`config.mk`:
```
export PLATFORM = sky130hd
export DESIGN_NAME = varint_length_deframer
export DESIGN_NICKNAME = d
export VERILOG_FILES = /design/src/design/vld_pkg.sv /design/src/design/varint_length_deframer.sv
export SDC_FILE = /design/constraint.sdc
export NUM_CORES = 1
export LEC_CHECK = 0
export BUFFER_PORTS_ARGS = -buffer_cell sky130_fd_sc_hd__buf_2
export CORE_ASPECT_RATIO = 1.25
export CORE_UTILIZATION = 45
export DETAILED_ROUTE_END_ITERATION = 16
export SLEW_MARGIN = 5
export SYNTH_ARGS = -nofsm -noshare
export SYNTH_HDL_FRONTEND = slang
export SYNTH_SLANG_ARGS = --single-unit
```
`constraint.sdc`:
```
create_clock -name clk -period 12.3 [get_ports clk]
set_clock_uncertainty 0.15 [all_clocks]
set_input_delay 2.46 -clock clk [delete_from_list [all_inputs] [get_ports clk]]
set_output_delay 2.46 -clock clk [all_outputs]
set_load 0.01 [all_outputs]
```
`src/design/vld_pkg.sv`:
```
`default_nettype none

package vld_pkg;

  // Decode phase within one message
  typedef enum logic [2:0] {
    PH_OP    = 3'd0,
    PH_FLAGS = 3'd1,
    PH_LEN   = 3'd2,
    PH_PAY   = 3'd3,
    PH_DISC  = 3'd4
  } phase_t;

  // Classification of each byte
  typedef enum logic [2:0] {
    KIND_OP      = 3'd0,
    KIND_FLAGS   = 3'd1,
    KIND_LEN     = 3'd2,
    KIND_PAYLOAD = 3'd3,
    KIND_DISCARD = 3'd4
  } kind_t;

  // Status codes
  typedef enum logic [2:0] {
    ST_OK        = 3'd0,
    ST_SHORT_HDR = 3'd1,
    ST_TRUNC_LEN = 3'd2,
    ST_PAST_END  = 3'd3,
    ST_TOO_MANY  = 3'd4,
    ST_TOO_WIDE  = 3'd5
  } status_t;

  localparam int unsigned BYTE_W      = 8;
  localparam int unsigned DIGIT_W     = 7;
  localparam int unsigned IDX_W       = 6;
  localparam int unsigned OUT_LEN_W   = 32;
  localparam int unsigned CFG_W       = 7;
  localparam int unsigned SHIFT_W     = 6;
  localparam logic [CFG_W-1:0] MAX_FIELDS_RESET = 7'd64;

  // One result item
  typedef struct packed {
    kind_t                byte_kind;
    logic [BYTE_W-1:0]    byte_value;
    logic [IDX_W-1:0]     field_index;
    logic [OUT_LEN_W-1:0] field_length;
    logic                 length_done;
    logic [OUT_LEN_W-1:0] payload_offset;
    logic [BYTE_W-1:0]    op_code;
    logic [BYTE_W-1:0]    flag_bits;
    logic                 frame_done;
    status_t              status;
  } result_t;

endpackage

`default_nettype wire

```
`src/design/varint_length_deframer.sv`:
```
`default_nettype none

// Length-prefixed message deframer. Each byte of a message (opcode, flags, then
// fields made of a base-128 little-endian length and that many payload bytes,
// last byte flagged by end_of_frame) yields one result that classifies the byte
// and reports field index, decoded length, payload offset, latched opcode/flags
// and a status code. The block takes one byte per cycle while in_stall is low:
// each byte is decoded by one pass of combinational logic against the frame
// state and lands in a result register backed by one skid entry, and in_stall
// rises only when both result entries are full. After an error the rest of the
// message is reported as discarded; all frame state clears on the end-of-frame
// byte. max_fields may be rewritten whenever no message is in flight.
module varint_length_deframer #(
  parameter int unsigned LEN_BITS   = 32,
  parameter int unsigned MAX_FIELDS = 64
) (
  input  wire logic        clk,
  input  wire logic        rst,
  // byte input channel
  input  wire logic        in_valid,
  output logic             in_stall,
  input  wire logic [7:0]  in_byte,
  input  wire logic        end_of_frame,
  // result channel
  output logic             out_valid,
  input  wire logic        out_stall,
  output logic [2:0]       byte_kind,
  output logic [7:0]       byte_value,
  output logic [5:0]       field_index,
  output logic [31:0]      field_length,
  output logic             length_done,
  output logic [31:0]      payload_offset,
  output logic [7:0]       op_code,
  output logic [7:0]       flag_bits,
  output logic             frame_done,
  output logic [2:0]       status,
  // configuration write channel
  input  wire logic        cfg_valid,
  output logic             cfg_ready,
  input  wire logic [6:0]  max_fields
);

  localparam int unsigned FC_W  = $clog2(MAX_FIELDS + 1);
  localparam int unsigned CMP_W = (FC_W > vld_pkg::CFG_W) ? FC_W : vld_pkg::CFG_W;

  // Frame state
  vld_pkg::phase_t                phase, phase_next;
  logic [vld_pkg::BYTE_W-1:0]     opcode_reg, opcode_reg_next;
  logic [vld_pkg::BYTE_W-1:0]     flags_reg, flags_reg_next;
  logic [LEN_BITS-1:0]            length_accum, length_accum_next;
  logic [vld_pkg::SHIFT_W-1:0]    shift_count, shift_count_next;
  logic [LEN_BITS-1:0]            payload_left, payload_left_next;
  logic [FC_W-1:0]                field_count, field_count_next;
  vld_pkg::status_t               error_code, error_code_next;
  logic [vld_pkg::CFG_W-1:0]      max_fields_reg;

  // Result register and skid entry
  vld_pkg::result_t               res_next;
  vld_pkg::result_t               res_q;
  logic                           res_valid;
  vld_pkg::result_t               skid_q;
  logic                           skid_valid;

  logic                           in_accept;
  logic                           out_fire;

  // Length digit decode helpers
  logic [vld_pkg::DIGIT_W-1:0]    digit;
  logic [CMP_W-1:0]               field_limit;
  logic                           too_many;
  logic                           shift_beyond;
  logic [6:0]                     bits_left;
  logic                           too_wide;
  logic [6:0]                     shift_sum;
  logic [vld_pkg::SHIFT_W-1:0]    shift_sat;
  logic [LEN_BITS-1:0]            accum_base;
  logic [LEN_BITS-1:0]            accum_new;
  logic [FC_W-1:0]                count_new;
  logic [LEN_BITS-1:0]            pay_dec;
  logic [LEN_BITS-1:0]            pay_offset;
  logic [63:0]                    accum_new_ext;
  logic [63:0]                    accum_ext;
  logic [63:0]                    offset_ext;
  logic [15:0]                    idx_new_ext;
  logic [15:0]                    idx_cur_ext;

  assign in_accept = in_valid && !in_stall;
  assign out_fire  = res_valid && !out_stall;
  assign in_stall  = skid_valid;
  assign cfg_ready = 1'b1;

  // Configuration register
  always_ff @(posedge clk) begin
    if (rst) begin
      max_fields_reg <= vld_pkg::MAX_FIELDS_RESET;
    end else if (cfg_valid && cfg_ready) begin
      max_fields_reg <= max_fields;
    end
  end

  // Field limit and width checks
  assign digit        = in_byte[vld_pkg::DIGIT_W-1:0];
  assign field_limit  = (CMP_W'(max_fields_reg) < CMP_W'(MAX_FIELDS)) ?
                        CMP_W'(max_fields_reg) : CMP_W'(MAX_FIELDS);
  assign too_many     = (shift_count == '0) && (CMP_W'(field_count) >= field_limit);
  assign shift_beyond = ({1'b0, shift_count} >= 7'(LEN_BITS));
  assign bits_left    = 7'(LEN_BITS) - {1'b0, shift_count};
  assign too_wide     = shift_beyond ? (digit != '0) :
                        ((bits_left < 7'(vld_pkg::DIGIT_W)) &&
                         ((digit >> bits_left[2:0]) != '0));
  assign shift_sum    = {1'b0, shift_count} + 7'(vld_pkg::DIGIT_W);
  assign shift_sat    = shift_sum[6] ? {vld_pkg::SHIFT_W{1'b1}} : shift_sum[5:0];
  assign accum_base   = (shift_count == '0) ? '0 : length_accum;
  assign accum_new    = accum_base | (LEN_BITS'(digit) << shift_count);
  assign count_new    = (shift_count == '0) ? (field_count + FC_W'(1)) : field_count;
  assign pay_dec      = payload_left - LEN_BITS'(1);
  assign pay_offset   = length_accum - payload_left;
  assign accum_new_ext = 64'(accum_new);
  assign accum_ext     = 64'(length_accum);
  assign offset_ext    = 64'(pay_offset);
  assign idx_new_ext   = 16'(count_new - FC_W'(1));
  assign idx_cur_ext   = 16'(field_count - FC_W'(1));

  // Per-byte decode
  always_comb begin
    phase_next        = phase;
    opcode_reg_next   = opcode_reg;
    flags_reg_next    = flags_reg;
    length_accum_next = length_accum;
    shift_count_next  = shift_count;
    payload_left_next = payload_left;
    field_count_next  = field_count;
    error_code_next   = error_code;
    res_next            = '0;
    res_next.byte_kind  = vld_pkg::KIND_DISCARD;
    res_next.byte_value = in_byte;
    res_next.frame_done = end_of_frame;
    res_next.status     = vld_pkg::ST_OK;

    unique case (phase)
      vld_pkg::PH_OP: begin
        opcode_reg_next    = in_byte;
        res_next.byte_kind = vld_pkg::KIND_OP;
        phase_next         = vld_pkg::PH_FLAGS;
        if (end_of_frame) begin
          res_next.status = vld_pkg::ST_SHORT_HDR;
        end
      end
      vld_pkg::PH_FLAGS: begin
        flags_reg_next     = in_byte;
        res_next.byte_kind = vld_pkg::KIND_FLAGS;
        phase_next         = vld_pkg::PH_LEN;
        length_accum_next  = '0;
        shift_count_next   = '0;
      end
      vld_pkg::PH_LEN: begin
        if (too_many) begin
          error_code_next = vld_pkg::ST_TOO_MANY;
          res_next.status = vld_pkg::ST_TOO_MANY;
          phase_next      = vld_pkg::PH_DISC;
        end else if (too_wide) begin
          error_code_next = vld_pkg::ST_TOO_WIDE;
          res_next.status = vld_pkg::ST_TOO_WIDE;
          phase_next      = vld_pkg::PH_DISC;
        end else begin
          field_count_next      = count_new;
          length_accum_next     = accum_new;
          shift_count_next      = shift_sat;
          res_next.byte_kind    = vld_pkg::KIND_LEN;
          res_next.field_index  = idx_new_ext[vld_pkg::IDX_W-1:0];
          res_next.field_length = accum_new_ext[vld_pkg::OUT_LEN_W-1:0];
          if (in_byte[vld_pkg::BYTE_W-1]) begin
            if (end_of_frame) begin
              res_next.status = vld_pkg::ST_TRUNC_LEN;
            end
          end else begin
            res_next.length_done = 1'b1;
            shift_count_next     = '0;
            if (accum_new != '0) begin
              payload_left_next = accum_new;
              phase_next        = vld_pkg::PH_PAY;
              if (end_of_frame) begin
                res_next.status = vld_pkg::ST_PAST_END;
              end
            end
          end
        end
      end
      vld_pkg::PH_PAY: begin
        res_next.byte_kind      = vld_pkg::KIND_PAYLOAD;
        res_next.field_index    = idx_cur_ext[vld_pkg::IDX_W-1:0];
        res_next.field_length   = accum_ext[vld_pkg::OUT_LEN_W-1:0];
        res_next.payload_offset = offset_ext[vld_pkg::OUT_LEN_W-1:0];
        payload_left_next       = pay_dec;
        if (pay_dec == '0) begin
          phase_next       = vld_pkg::PH_LEN;
          shift_count_next = '0;
        end else if (end_of_frame) begin
          res_next.status = vld_pkg::ST_PAST_END;
        end
      end
      default: begin
        res_next.byte_kind = vld_pkg::KIND_DISCARD;
        res_next.status    = error_code;
      end
    endcase

    res_next.op_code   = opcode_reg_next;
    res_next.flag_bits = flags_reg_next;
  end

  // Frame state update; end of frame returns everything to reset
  always_ff @(posedge clk) begin
    if (rst || (in_accept && end_of_frame)) begin
      phase        <= vld_pkg::PH_OP;
      opcode_reg   <= '0;
      flags_reg    <= '0;
      length_accum <= '0;
      shift_count  <= '0;
      payload_left <= '0;
      field_count  <= '0;
      error_code   <= vld_pkg::ST_OK;
    end else if (in_accept) begin
      phase        <= phase_next;
      opcode_reg   <= opcode_reg_next;
      flags_reg    <= flags_reg_next;
      length_accum <= length_accum_next;
      shift_count  <= shift_count_next;
      payload_left <= payload_left_next;
      field_count  <= field_count_next;
      error_code   <= error_code_next;
    end
  end

  // Result register with one skid entry
  always_ff @(posedge clk) begin
    if (rst) begin
      res_valid  <= 1'b0;
      skid_valid <= 1'b0;
    end else if (!res_valid || out_fire) begin
      if (skid_valid) begin
        res_valid  <= 1'b1;
        skid_valid <= 1'b0;
      end else begin
        res_valid <= in_accept;
      end
    end else if (in_accept) begin
      skid_valid <= 1'b1;
    end
  end

  // Payload of the result entries
  always_ff @(posedge clk) begin
    if (!res_valid || out_fire) begin
      res_q <= skid_valid ? skid_q : res_next;
    end
    if (res_valid && !out_fire && in_accept) begin
      skid_q <= res_next;
    end
  end

  assign out_valid      = res_valid;
  assign byte_kind      = res_q.byte_kind;
  assign byte_value     = res_q.byte_value;
  assign field_index    = res_q.field_index;
  assign field_length   = res_q.field_length;
  assign length_done    = res_q.length_done;
  assign payload_offset = res_q.payload_offset;
  assign op_code        = res_q.op_code;
  assign flag_bits      = res_q.flag_bits;
  assign frame_done     = res_q.frame_done;
  assign status         = res_q.status;

`ifndef SYNTHESIS
  // skid entry only fills behind a held result
  a_skid_behind_result: assert property (@(posedge clk) disable iff (rst)
    skid_valid |-> res_valid)
    else $error("skid entry valid without result valid");

  // an accepted end-of-frame byte restarts decoding at the opcode
  a_frame_restart: assert property (@(posedge clk) disable iff (rst)
    (in_accept && end_of_frame) |=> (phase == vld_pkg::PH_OP))
    else $error("phase not back to opcode after end of frame");

  // discard phase always carries one of the two discard error codes
  a_disc_code: assert property (@(posedge clk) disable iff (rst)
    (phase == vld_pkg::PH_DISC) |->
      ((error_code == vld_pkg::ST_TOO_MANY) || (error_code == vld_pkg::ST_TOO_WIDE)))
    else $error("discard phase without discard error code");

  // payload phase never holds an exhausted count
  a_pay_nonzero: assert property (@(posedge clk) disable iff (rst)
    (phase == vld_pkg::PH_PAY) |-> (payload_left != '0))
    else $error("payload phase with zero bytes left");
`endif

endmodule

`default_nettype wire
```
==> results of run 1 <==
[critical path: cells and delay by family]
family                 cells  cell delay, ps
multiplexers               1             560
buffers and inverters      1             190
AND/OR/NAND/NOR            4             960
AO/OA/AOI/OAI              4            1760
[cell families after synthesis]
family,count (synthesis),synth area share
mux,124,0.08479
fa+ha+maj,45,0.03371
simple gates,578,0.1641
other cells,1,0.0002215
xor+xnor,41,0.02121
flops,311,0.4885
buf+inv,171,0.04206
compound gates,422,0.1654
[area by class of cell]
| type | count | area (um2) |
|---|---|---|
| Clock inverter | 18 | 101.3 |
| Multi-Input combinational cell | 1211 | 7998 |
| Sequential cell | 311 | 8269 |
| Clock buffer | 40 | 829.5 |
| Inverter | 57 | 214.0 |
| Timing Repair Buffer | 144 | 770.7 |
| Tap cell | 486 | 608.1 |
| Fill cell | 3491 | 18380 |
[per-stage QoR]
| step | utilization | setup WS (ps) | hold WS, ps | instance area (um2) | power (mW) |
|---|---|---|---|---|---|
| after CTS | 0.5056 | 6860 | 344.0 | 18790 | 2.281 |
| final | 0.5056 | 6706 | 341.3 | 18790 | 2.261 |
| after detailed placement | 0.4805 | 6247 | 335.0 | 17860 | 1.394 |
| after floorplan | - | 2263 | 290.7 | 16930 | 1.322 |
| after global routing | 0.5056 | 6594 | 368.9 | 18790 | 2.336 |
| after global placement | 0.4805 | 6307 | 302.1 | 17860 | 1.392 |
[power groups by stage]
stage,Combinational [mW],Clock [mW],Sequential [mW]
after detailed placement,0.207,0,1.19
final,0.208,0.889,1.16
after global placement,0.206,0,1.19
after CTS,0.208,0.908,1.16
after floorplan,0.122,0,1.20
after global routing,0.227,0.942,1.17
[per-layer routing]
metal / track usage / up-vias
li1: - / 6421
met1: 0.3326 / 6488
met2: 0.4324 / 491
met3: 0.02980 / 128
met4: 0.1388 / 2
met5: 0 / -
[worst max-delay path by stage]
stage / slack, ps / depth (start not counted) / from / end
6_report: 6710 / 10 / in_byte[1] / payload_left[23]
4_1_cts: 6860 / 10 / in_byte[1] / payload_left[23]
3_5_place_dp: 6250 / 10 / in_byte[1] / payload_left[23]
5_1_grt: 6590 / 10 / in_byte[0] / payload_left[25]
3_3_place_gp: 6310 / 10 / in_byte[1] / payload_left[23]
2_1_floorplan: 2260 / 2 / out_stall / skid_q[0]
[placed cells by master, fill, tap and decap left out, types with 18 or more instances in the layout]
cell type  count
a21o_1        21
dfxtp_1      106
buf_4         20
edfxtp_1     204
mux2_2        93
ha_1          44
nand2_1      144
clkbuf_16     31
nand3_1       44
nor3_1        72
a211oi_1      18
inv_1         56
mux2i_1       23
o31ai_1       32
buf_2        124
nand4_1       21
o21ai_0       89
xnor2_1       25
a21oi_1      107
nor2_1       186
==> results.tsv, run 1 <==
stage	metric	value	unit
min_path	HP Start	max_fields_reg[0]	
setup_path	crit path cell chain	buf_2 > mux4_2 > and3_1 > a222oi_1 > nand4_1 > nor3_2 > a2111oi_4 > a21oi_2 > nor2_1 > o221a_2	
global_route	vias in the first global route	12763	
sta	setup TNS	0	ps
detailed_routing	Metal-1 WL	21090	um
layout	Area growth syn-to-layout	11.01	%
synth	#FFs+latches synth	311	
floorplan	Initial Utilization	0.4554	
synth	post-synthesis cell area	16930	um2
synth	Gate Count Post-Synth	1693	
sta	Final Hold Fails	0	
layout	max reg flops	102	
setup_path	CP Class	primary input to flip-flop	
power_and_ir_drop	sw frac	0.2480	
global_route	largest net degree at the start of global routing	70	
layout	Finished Layout Cells	2267	
power_and_ir_drop	P per Cell Area	120.3	nW/um2
clock_tree	CTS buffer count	31	
placement	Placer Congestion	1.004	
power_and_ir_drop	Clock Power Share	0.393	
placement	dpl hpwl	35970	um
placement	Placed Instances	2209	
min_path	Hold Crit Depth	2	
detailed_routing	initial DRC count	1150	
min_path	WHS Endpoint	max_fields_reg[0]	
floorplan	height of the die	218.8	um
synth	share of the synthesized area in the top cell type	0.3619	
clock_tree	Worst-Skew Late Latency	590	ps
detailed_routing	drc violations	0	
power_and_ir_drop	static leakage	7.122	nW
clock_tree	cts hold-fix bufs	0	
sta	slew of the pin with the lowest slew margin	1033	ps
sta	Peak Freq	0.1788	GHz
clock_tree	post-CTS setup buffers	0	
power_and_ir_drop	Seq pwr share	0.515	
flow_run	maxcap violations	0	
detailed_routing	Detail Route met3 WL	2691	um
setup_path	CP endpoint kind	flip-flop	
clock_tree	Root Driver	clkbuf_16	
synth	count leader, synth	edfxtp_1	
setup_path	Startpoint Class	primary input	
synth	Unique masters post-synth	89	
setup_path	Slowest-stage cell, CP	a21oi_2	
global_route	first-pass GRT wire length	76910	um
clock_tree	CTS tree	yes	
setup_path	Worst Reg-to-Reg Cells	10	
status	status	complete, no violations	
synth	largest area contributor in the netlist	edfxtp_1	
sta	final period utilization	0.4548	
layout	largest register by flop count	skid_q	
synth	share of flip-flops with an asynchronous set or reset	0	
detailed_routing	average via count per standard cell	5.968	
power_and_ir_drop	Internal Pwr Total	1.700	mW
detailed_routing	post-detailed-route wirelength per cell	22.16	um
synth	Mapped Nets	1759	
power_and_ir_drop	Gate power share	0.092	
global_route	total grt overflow	0	
floorplan	# IOs	126	
setup_path	critical-path maximum fanout	18	
clock_tree	htree depth	1	
sta	RSZ-0062 raised after global routing	false	
clock_tree	CTS resizes	0	
detailed_routing	ANT nets after route	0	
detailed_routing	Top Layer Used	met5	
power_and_ir_drop	Max IR drop VDD	0.0001014	V
floorplan	# rows	79	
layout	nets	1822	
clock_tree	CTS Sinks	311	
detailed_routing	Post-Route WL	50240	um
sta	final worst path period need	5594	ps
synth	top post-synthesis cells by count	edfxtp_1, nor2_1, nand2_1	
floorplan	Core Area	37170	um2
synth	Most used DFF post-synth	edfxtp_1	
synth	Avg Inst Size Synth	9.998	um2
synth	Seq/Total Area, Yosys	0.4885	
floorplan	Die X	175.5	um
placement	PortBufs	124	
floorplan	Die ar.	38400	um2
synth	Ys Warns	0	
synth	top cells by area, synth	edfxtp_1, dfxtp_1, mux2_2	
clock_tree	Max Root-Sink Buffers	3	
detailed_routing	Vias	13530	
setup_path	R2R Path Start	shift_count[0]	
power_and_ir_drop	switching pwr	0.5606	mW
global_route	initial antenna violation count	1	
layout	layout cell share with drive strength beyond 1	0.1875	
layout	n_diodes	0	
synth	number of synthesized flops with an enable pin	204	
min_path	min-delay worst type	flip-flop to flip-flop	
setup_path	Worst Path Arrival	5920	ps
clock_tree	Worst-path clk slew	70	ps
detailed_routing	met2 WL	23650	um
sta	Setup Viol. Count Final	0	
detailed_routing	detailed-router iteration count before antenna repair	5	
setup_path	Critical Path RT	12630	ps
setup_path	r2r setup slk	7460	ps
global_route	GRT Total Usage	0.2603	
sta	Slew Limit Fails	0	
setup_path	R2R Path End	payload_left[23]	
sta	Rel. slew slack	0.3086	
setup_path	Worst path max stage delay	720	ps
No activity file was read; power rests on OpenSTA's default activity.
==> run 2, diff against run 1 <==
==> constraint.sdc (replaced) <==
create_clock -name clk -period 5.82 [get_ports clk]
set_clock_uncertainty 0.15 [all_clocks]
set_input_delay 1.164 -clock clk [delete_from_list [all_inputs] [get_ports clk]]
set_output_delay 1.164 -clock clk [all_outputs]
set_load 0.01 [all_outputs]
==> results.tsv, run 2 (synthesis results as in run 1) <==
stage	metric	value	unit	change
floorplan	height of the die	218.8	um	unchanged
clock_tree	CTS tree	yes		
status	status	complete, no violations		
layout	final instance area	18950	um2	+0.85%
global_route	largest net degree at the start of global routing	70		unchanged
floorplan	Initial Utilization	0.4554		unchanged
power_and_ir_drop	Max IR drop VDD	0.0002348	V	+130%
setup_path	Startpoint Class	flip-flop		
sta	Final Hold Fails	0		unchanged
global_route	total grt overflow	0		unchanged
clock_tree	CTS resizes	0		unchanged
layout	nets	1830		+0.44%
clock_tree	Worst-Skew Late Latency	600	ps	about the same
layout	Multi-input gate area	7993	um2	about the same
detailed_routing	ANT nets after route	0		unchanged
sta	Slew Limit Fails	0		unchanged
setup_path	r2r setup slk	1060	ps	-6400 ps
setup_path	Critical Path RT	6160	ps	-6470 ps
layout	most frequent cells in the layout	edfxtp_1, nor2_1, nand2_1		
setup_path	R2R Path End	payload_left[23]		
placement	PortBufs	124		unchanged
layout	largest register by flop count	skid_q		
setup_path	R2R Path Start	shift_count[0]		
clock_tree	CTS buffer count	31		unchanged
min_path	min-delay worst type	flip-flop to flip-flop		
layout	Finished Layout Cells	2275		+0.35%
flow_run	maxcap violations	0		unchanged
global_route	GRT Total Usage	0.2620		+0.001754
floorplan	# rows	79		unchanged
clock_tree	Worst-path clk slew	70	ps	about the same
setup_path	Worst Path Arrival	5100	ps	-820 ps
setup_path	Worst path max stage delay	1000	ps	+280 ps
min_path	HP Start	flags_reg[4]		
floorplan	Core Area	37170	um2	unchanged
detailed_routing	drc violations	0		unchanged
layout	Area growth syn-to-layout	11.96	%	
clock_tree	Max Root-Sink Buffers	3		unchanged
sta	hold_ws	341.4	ps	+0.04100 ps
placement	dpl hpwl	35870	um	-0.27%
clock_tree	cts hold-fix bufs	0		unchanged
placement	DP Area	17910	um2	+0.31%
clock_tree	htree depth	1		unchanged
sta	Peak Freq	0.2102	GHz	
detailed_routing	Post-Route WL	50100	um	-0.27%
detailed_routing	post-detailed-route wirelength per cell	22.02	um	-0.62%
layout	max reg flops	102		unchanged
detailed_routing	detailed-router iteration count before antenna repair	6		+1
placement	Placer Congestion	0.9473		-5.7%
sta	final worst path period need	4757	ps	
global_route	vias in the first global route	13019		+2.0%
power_and_ir_drop	P per Cell Area	260.4	nW/um2	+120%
setup_path	CP endpoint kind	flip-flop		
detailed_routing	initial DRC count	1339		+16%
floorplan	# IOs	126		unchanged
setup_path	Worst Path Buf+Inv	1		unchanged
global_route	first-pass GRT wire length	77230	um	+0.42%
floorplan	Die X	175.5	um	unchanged
setup_path	CP Class	flip-flop to flip-flop		
setup_path	Worst Reg-to-Reg Cells	10		unchanged
setup_path	crit path cell chain	inv_1 > ha_1 > nand2_2 > a221oi_1 > nand4_1 > nor3_2 > a2111oi_4 > a21oi_2 > nor2_1 > o221a_2		
sta	RSZ-0062 raised after global routing	false		
setup_path	CP top delay family	compound AO/OA/AOI/OAI gates		
clock_tree	Root Driver	clkbuf_16		
detailed_routing	Vias	13650		+0.89%
floorplan	Die ar.	38400	um2	unchanged
sta	setup TNS	0	ps	unchanged
layout	FF+latch area	8269	um2	unchanged
global_route	initial antenna violation count	0		-1
layout	commonest non-fill, non-tap cell in the layout	edfxtp_1		
layout	layout cell share with drive strength beyond 1	0.1917		+0.004192
sta	Rel. slew slack	0.3097		+0.001113
power_and_ir_drop	static leakage	7.223	nW	+1.4%
sta	Setup Viol. Count Final	0		unchanged
sta	slew of the pin with the lowest slew margin	1035	ps	+2.149 ps
clock_tree	CTS Sinks	311		unchanged
detailed_routing	average via count per standard cell	6.000		+0.53%
placement	Placed Instances	2217		+0.36%
setup_path	Slowest-stage cell, CP	a221oi_1		
setup_path	critical-path maximum fanout	24		+6
min_path	Hold Crit Depth	2		unchanged
clock_tree	post-CTS setup buffers	0		unchanged
min_path	WHS Endpoint	flags_reg[4]		
sta	final period utilization	0.8173		
layout	n_diodes	0		unchanged
layout	# fillers	3507		+0.46%
[run 2: changes by cell type in the layout (fill, tap and decap cells not counted), sizes merged]
cell and delta:
buf +8, bufinv +2, clkbuf -3, clkinv +2, clkinvlp -3, inv +2
[run 2: report_power, final]
| part | internal, mW | switching, mW | total, mW | leakage (nW) |
|---|---|---|---|---|
| Combinational | 0.158 | 0.282 | 0.440 | 3.75 |
| Clock | 1.15 | 0.885 | 2.03 | 0.509 |
| Sequential | 2.43 | 0.0291 | 2.46 | 2.96 |
| Total | 3.74 | 1.20 | 4.93 | 7.22 |
[run 2: per-layer routing]
| layer | global-route usage | vias to the layer above | share of wire |
|---|---|---|---|
| met4 | 0.1606 | 0 | 0.062 |
| met1 | 0.3234 | 6574 | 0.41 |
| met2 | 0.4325 | 501 | 0.47 |
| met3 | 0.03898 | 150 | 0.056 |
| li1 | - | 6425 | - |
| met5 | 0 | - | 0 |
[run 2: worst max path at each step]
stage / startpoint / to / cells after the start
2_1_floorplan: out_stall / skid_q[0] / 2
3_3_place_gp: in_byte[0] / payload_left[23] / 10
3_5_place_dp: in_byte[0] / payload_left[23] / 10
4_1_cts: shift_count[0] / payload_left[16] / 11
5_1_grt: shift_count[0] / payload_left[4] / 10
6_report: shift_count[0] / payload_left[23] / 10
[run 2: per-stage QoR]
stage	utilization	setup WS [ps]	power [mW]
global placement	0.4820	947.8	2.945
finish	0.5099	1063	4.934
CTS	0.5099	1142	4.982
floorplan	-	651.2	2.791
detailed placement	0.4820	998.1	2.948
global route	0.5099	753.8	5.107
[run 2: tightest hold or removal path, stage by stage (launching register included)]
cell	delay, ps
dfxtp_1	310
nor2_1	90
nor3_1	50
[run 2: area by class of cell]
type	count	share of cell area
multi-input combinational	1211	0.4218
clock buffer	37	0.04542
clock inverter	21	0.009243
timing repair buffer	152	0.04384
sequential	311	0.4364
inverter	57	0.01129
tap	486	0.03209
==> run 3, diff against run 2 <==
==> constraint.sdc (replaced) <==
create_clock -name clk -period 4.49 [get_ports clk]
set_clock_uncertainty 0.15 [all_clocks]
set_input_delay 0.898 -clock clk [delete_from_list [all_inputs] [get_ports clk]]
set_output_delay 0.898 -clock clk [all_outputs]
set_load 0.01 [all_outputs]
==> results.tsv, run 3 (synthesis results as in run 1) <==
stage	metric	value	unit	change
setup_path	CP endpoint kind	flip-flop		
flow_run	maxcap violations	0		unchanged
min_path	WHS Endpoint	error_code[2]		
floorplan	# IOs	126		unchanged
sta	Rel. slew slack	0.2987		-0.01107
setup_path	Worst Path Arrival	4100	ps	-1000 ps
layout	largest register by flop count	skid_q		
global_route	largest net degree at the start of global routing	70		unchanged
setup_path	Crit. Startpoint	payload_left[1]		
sta	Slew Limit Fails	0		unchanged
setup_path	CP Class	flip-flop to flip-flop		
clock_tree	CTS resizes	0		unchanged
setup_path	Worst Reg-to-Reg Cells	12		+2
floorplan	Core Area	37170	um2	unchanged
min_path	HP Start	error_code[2]		
power_and_ir_drop	Clock Power Share	0.416		+0.004
clock_tree	post-CTS setup buffers	0		unchanged
clock_tree	CTS buffer count	34		+9.7%
power_and_ir_drop	Gate power share	0.091		+0.002
setup_path	Slowest-stage cell, CP	or4_4		
clock_tree	htree depth	2		+1
setup_path	R2R Path Start	payload_left[1]		
sta	RSZ-0062 raised after global routing	false		
sta	final worst path period need	3830	ps	-926.2 ps
clock_tree	Max Root-Sink Buffers	3		unchanged
placement	PortBufs	124		unchanged
floorplan	height of the die	218.8	um	unchanged
setup_path	crit path cell chain	inv_1 > ha_1 > buf_4 > nor3_1 > a31o_2 > a21oi_1 > nor4_1 > buf_4 > and4_1 > a31oi_1 > or4_4 > a2111oi_1		
floorplan	# rows	79		unchanged
clock_tree	Worst-Skew Late Latency	530	ps	-70 ps
power_and_ir_drop	Max IR drop VDD	0.0003098	V	+32%
sta	slew of the pin with the lowest slew margin	1048	ps	+12.74 ps
setup_path	critical-path maximum fanout	12		-50%
global_route	initial antenna violation count	0		unchanged
global_route	GRT Total Usage	0.2638		+0.001813
setup_path	r2r setup slk	660	ps	-400 ps
global_route	total grt overflow	0		unchanged
layout	commonest non-fill, non-tap cell in the layout	edfxtp_1		
placement	Placer Congestion	1.049		+11%
sta	Setup Viol. Count Final	0		unchanged
detailed_routing	ANT nets after route	0		unchanged
layout	max reg flops	102		unchanged
detailed_routing	Post-Route WL	50850	um	+1.5%
setup_path	most used cell, CP	buf_4		
power_and_ir_drop	P per Cell Area	334.0	nW/um2	+28%
clock_tree	CTS Sinks	311		unchanged
placement	dpl hpwl	36690	um	+2.3%
sta	final period utilization	0.8531		+0.03581
setup_path	R2R Path End	shift_count[2]		
power_and_ir_drop	switching pwr	1.572	mW	+31%
global_route	first-pass GRT wire length	77300	um	about the same
min_path	Hold Crit Depth	2		unchanged
floorplan	Die ar.	38400	um2	unchanged
detailed_routing	post-detailed-route wirelength per cell	21.90	um	-0.56%
placement	Placed Instances	2260		+1.9%
setup_path	Startpoint Class	flip-flop		
power_and_ir_drop	static leakage	7.464	nW	+3.3%
min_path	min-delay worst type	flip-flop to flip-flop		
floorplan	Initial Utilization	0.4554		unchanged
clock_tree	Worst-path clk slew	60	ps	about the same
clock_tree	CTS tree	yes		
layout	layout cell share with drive strength beyond 1	0.2109		+0.01917
layout	most frequent cells in the layout	edfxtp_1, nor2_1, nand2_1		
sta	Final Hold Fails	0		unchanged
floorplan	Die X	175.5	um	unchanged
detailed_routing	Vias	13817		+1.2%
power_and_ir_drop	Internal Pwr Total	4.894	mW	+31%
sta	setup TNS	0	ps	unchanged
power_and_ir_drop	Seq pwr share	0.493		-0.006
setup_path	Worst path max stage delay	670	ps	-330 ps
power_and_ir_drop	sw frac	0.2431		+0.0006930
clock_tree	cts hold-fix bufs	0		unchanged
layout	Area growth syn-to-layout	14.37	%	
detailed_routing	drc violations	0		unchanged
setup_path	Critical Path RT	4760	ps	-1400 ps
sta	Peak Freq	0.2611	GHz	+24%
layout	Finished Layout Cells	2322		+2.1%
global_route	vias in the first global route	13086		+0.51%
detailed_routing	initial DRC count	1117		-17%
status	status	complete, no violations		
detailed_routing	average via count per standard cell	5.950		-0.83%
layout	nets	1876		+2.5%
clock_tree	Root Driver	clkbuf_16		
detailed_routing	detailed-router iteration count before antenna repair	5		-1
[run 3: cell count changes in the layout (fill, tap and decap cells not counted), moves of 5 or more]
cell / delta
clkbuf_1: +9
buf_4: +38
buf_12: +5
clkinv_1: -6
[run 3: critical path: cells and delay by family, from the launching register on]
family / cells / cell delay [ps]
flops: 1 / 320
compound gates: 4 / 880
simple gates: 4 / 1640
fa+ha+maj: 1 / 270
buf+inv: 3 / 470
[run 3: worst max-delay path by stage]
stage,endpoint,slack (ps)
2_1_floorplan,skid_q[0],740
3_3_place_gp,payload_left[16],510
3_5_place_dp,payload_left[24],470
4_1_cts,shift_count[2],700
5_1_grt,shift_count[2],370
6_report,shift_count[2],660
[run 3: final cells by class]
class	count	area, um2
Clock buffer	48	933.4
Clock inverter	13	117.6
Sequential cell	311	8269
Tap cell	486	608.1
Timing Repair Buffer	195	1216
Inverter	57	214.0
Multi-Input combinational cell	1211	7998
Antenna cell	1	2.502
Fill cell	3448	17810
[run 3: per-layer routing]
layer	routed length, um	vias up	global-route usage
li1	-	6534	-
met1	21300	6700	0.3258
met2	24190	459	0.4402
met3	2303	124	0.03760
met4	3057	0	0.1539
met5	0	-	0
[run 3: power by group through the flow]
| stage | Combinational [mW] | Sequential, mW | Clock (mW) |
|---|---|---|---|
| 2_1_floorplan | 0.335 | 3.28 | 0 |
| 3_3_place_gp | 0.582 | 3.25 | 0 |
| 3_5_place_dp | 0.586 | 3.25 | 0 |
| 4_1_cts | 0.590 | 3.19 | 2.75 |
| 5_1_grt | 0.640 | 3.20 | 2.85 |
| 6_report | 0.589 | 3.19 | 2.69 |
[run 3: through the flow]
step           power (mW)  utilization  area [um2]  hold slack [ps]  setup slack (ps)
3_3_place_gp        3.830       0.4925       18310            302.9             512.0
4_1_cts             6.534       0.5208       19360            328.8             695.3
5_1_grt             6.683       0.5208       19360            366.7             368.4
3_5_place_dp        3.836       0.4925       18310            316.9             469.1
6_report            6.466       0.5209       19360            330.4             659.6
2_1_floorplan       3.617            -       16940            290.7             738.1
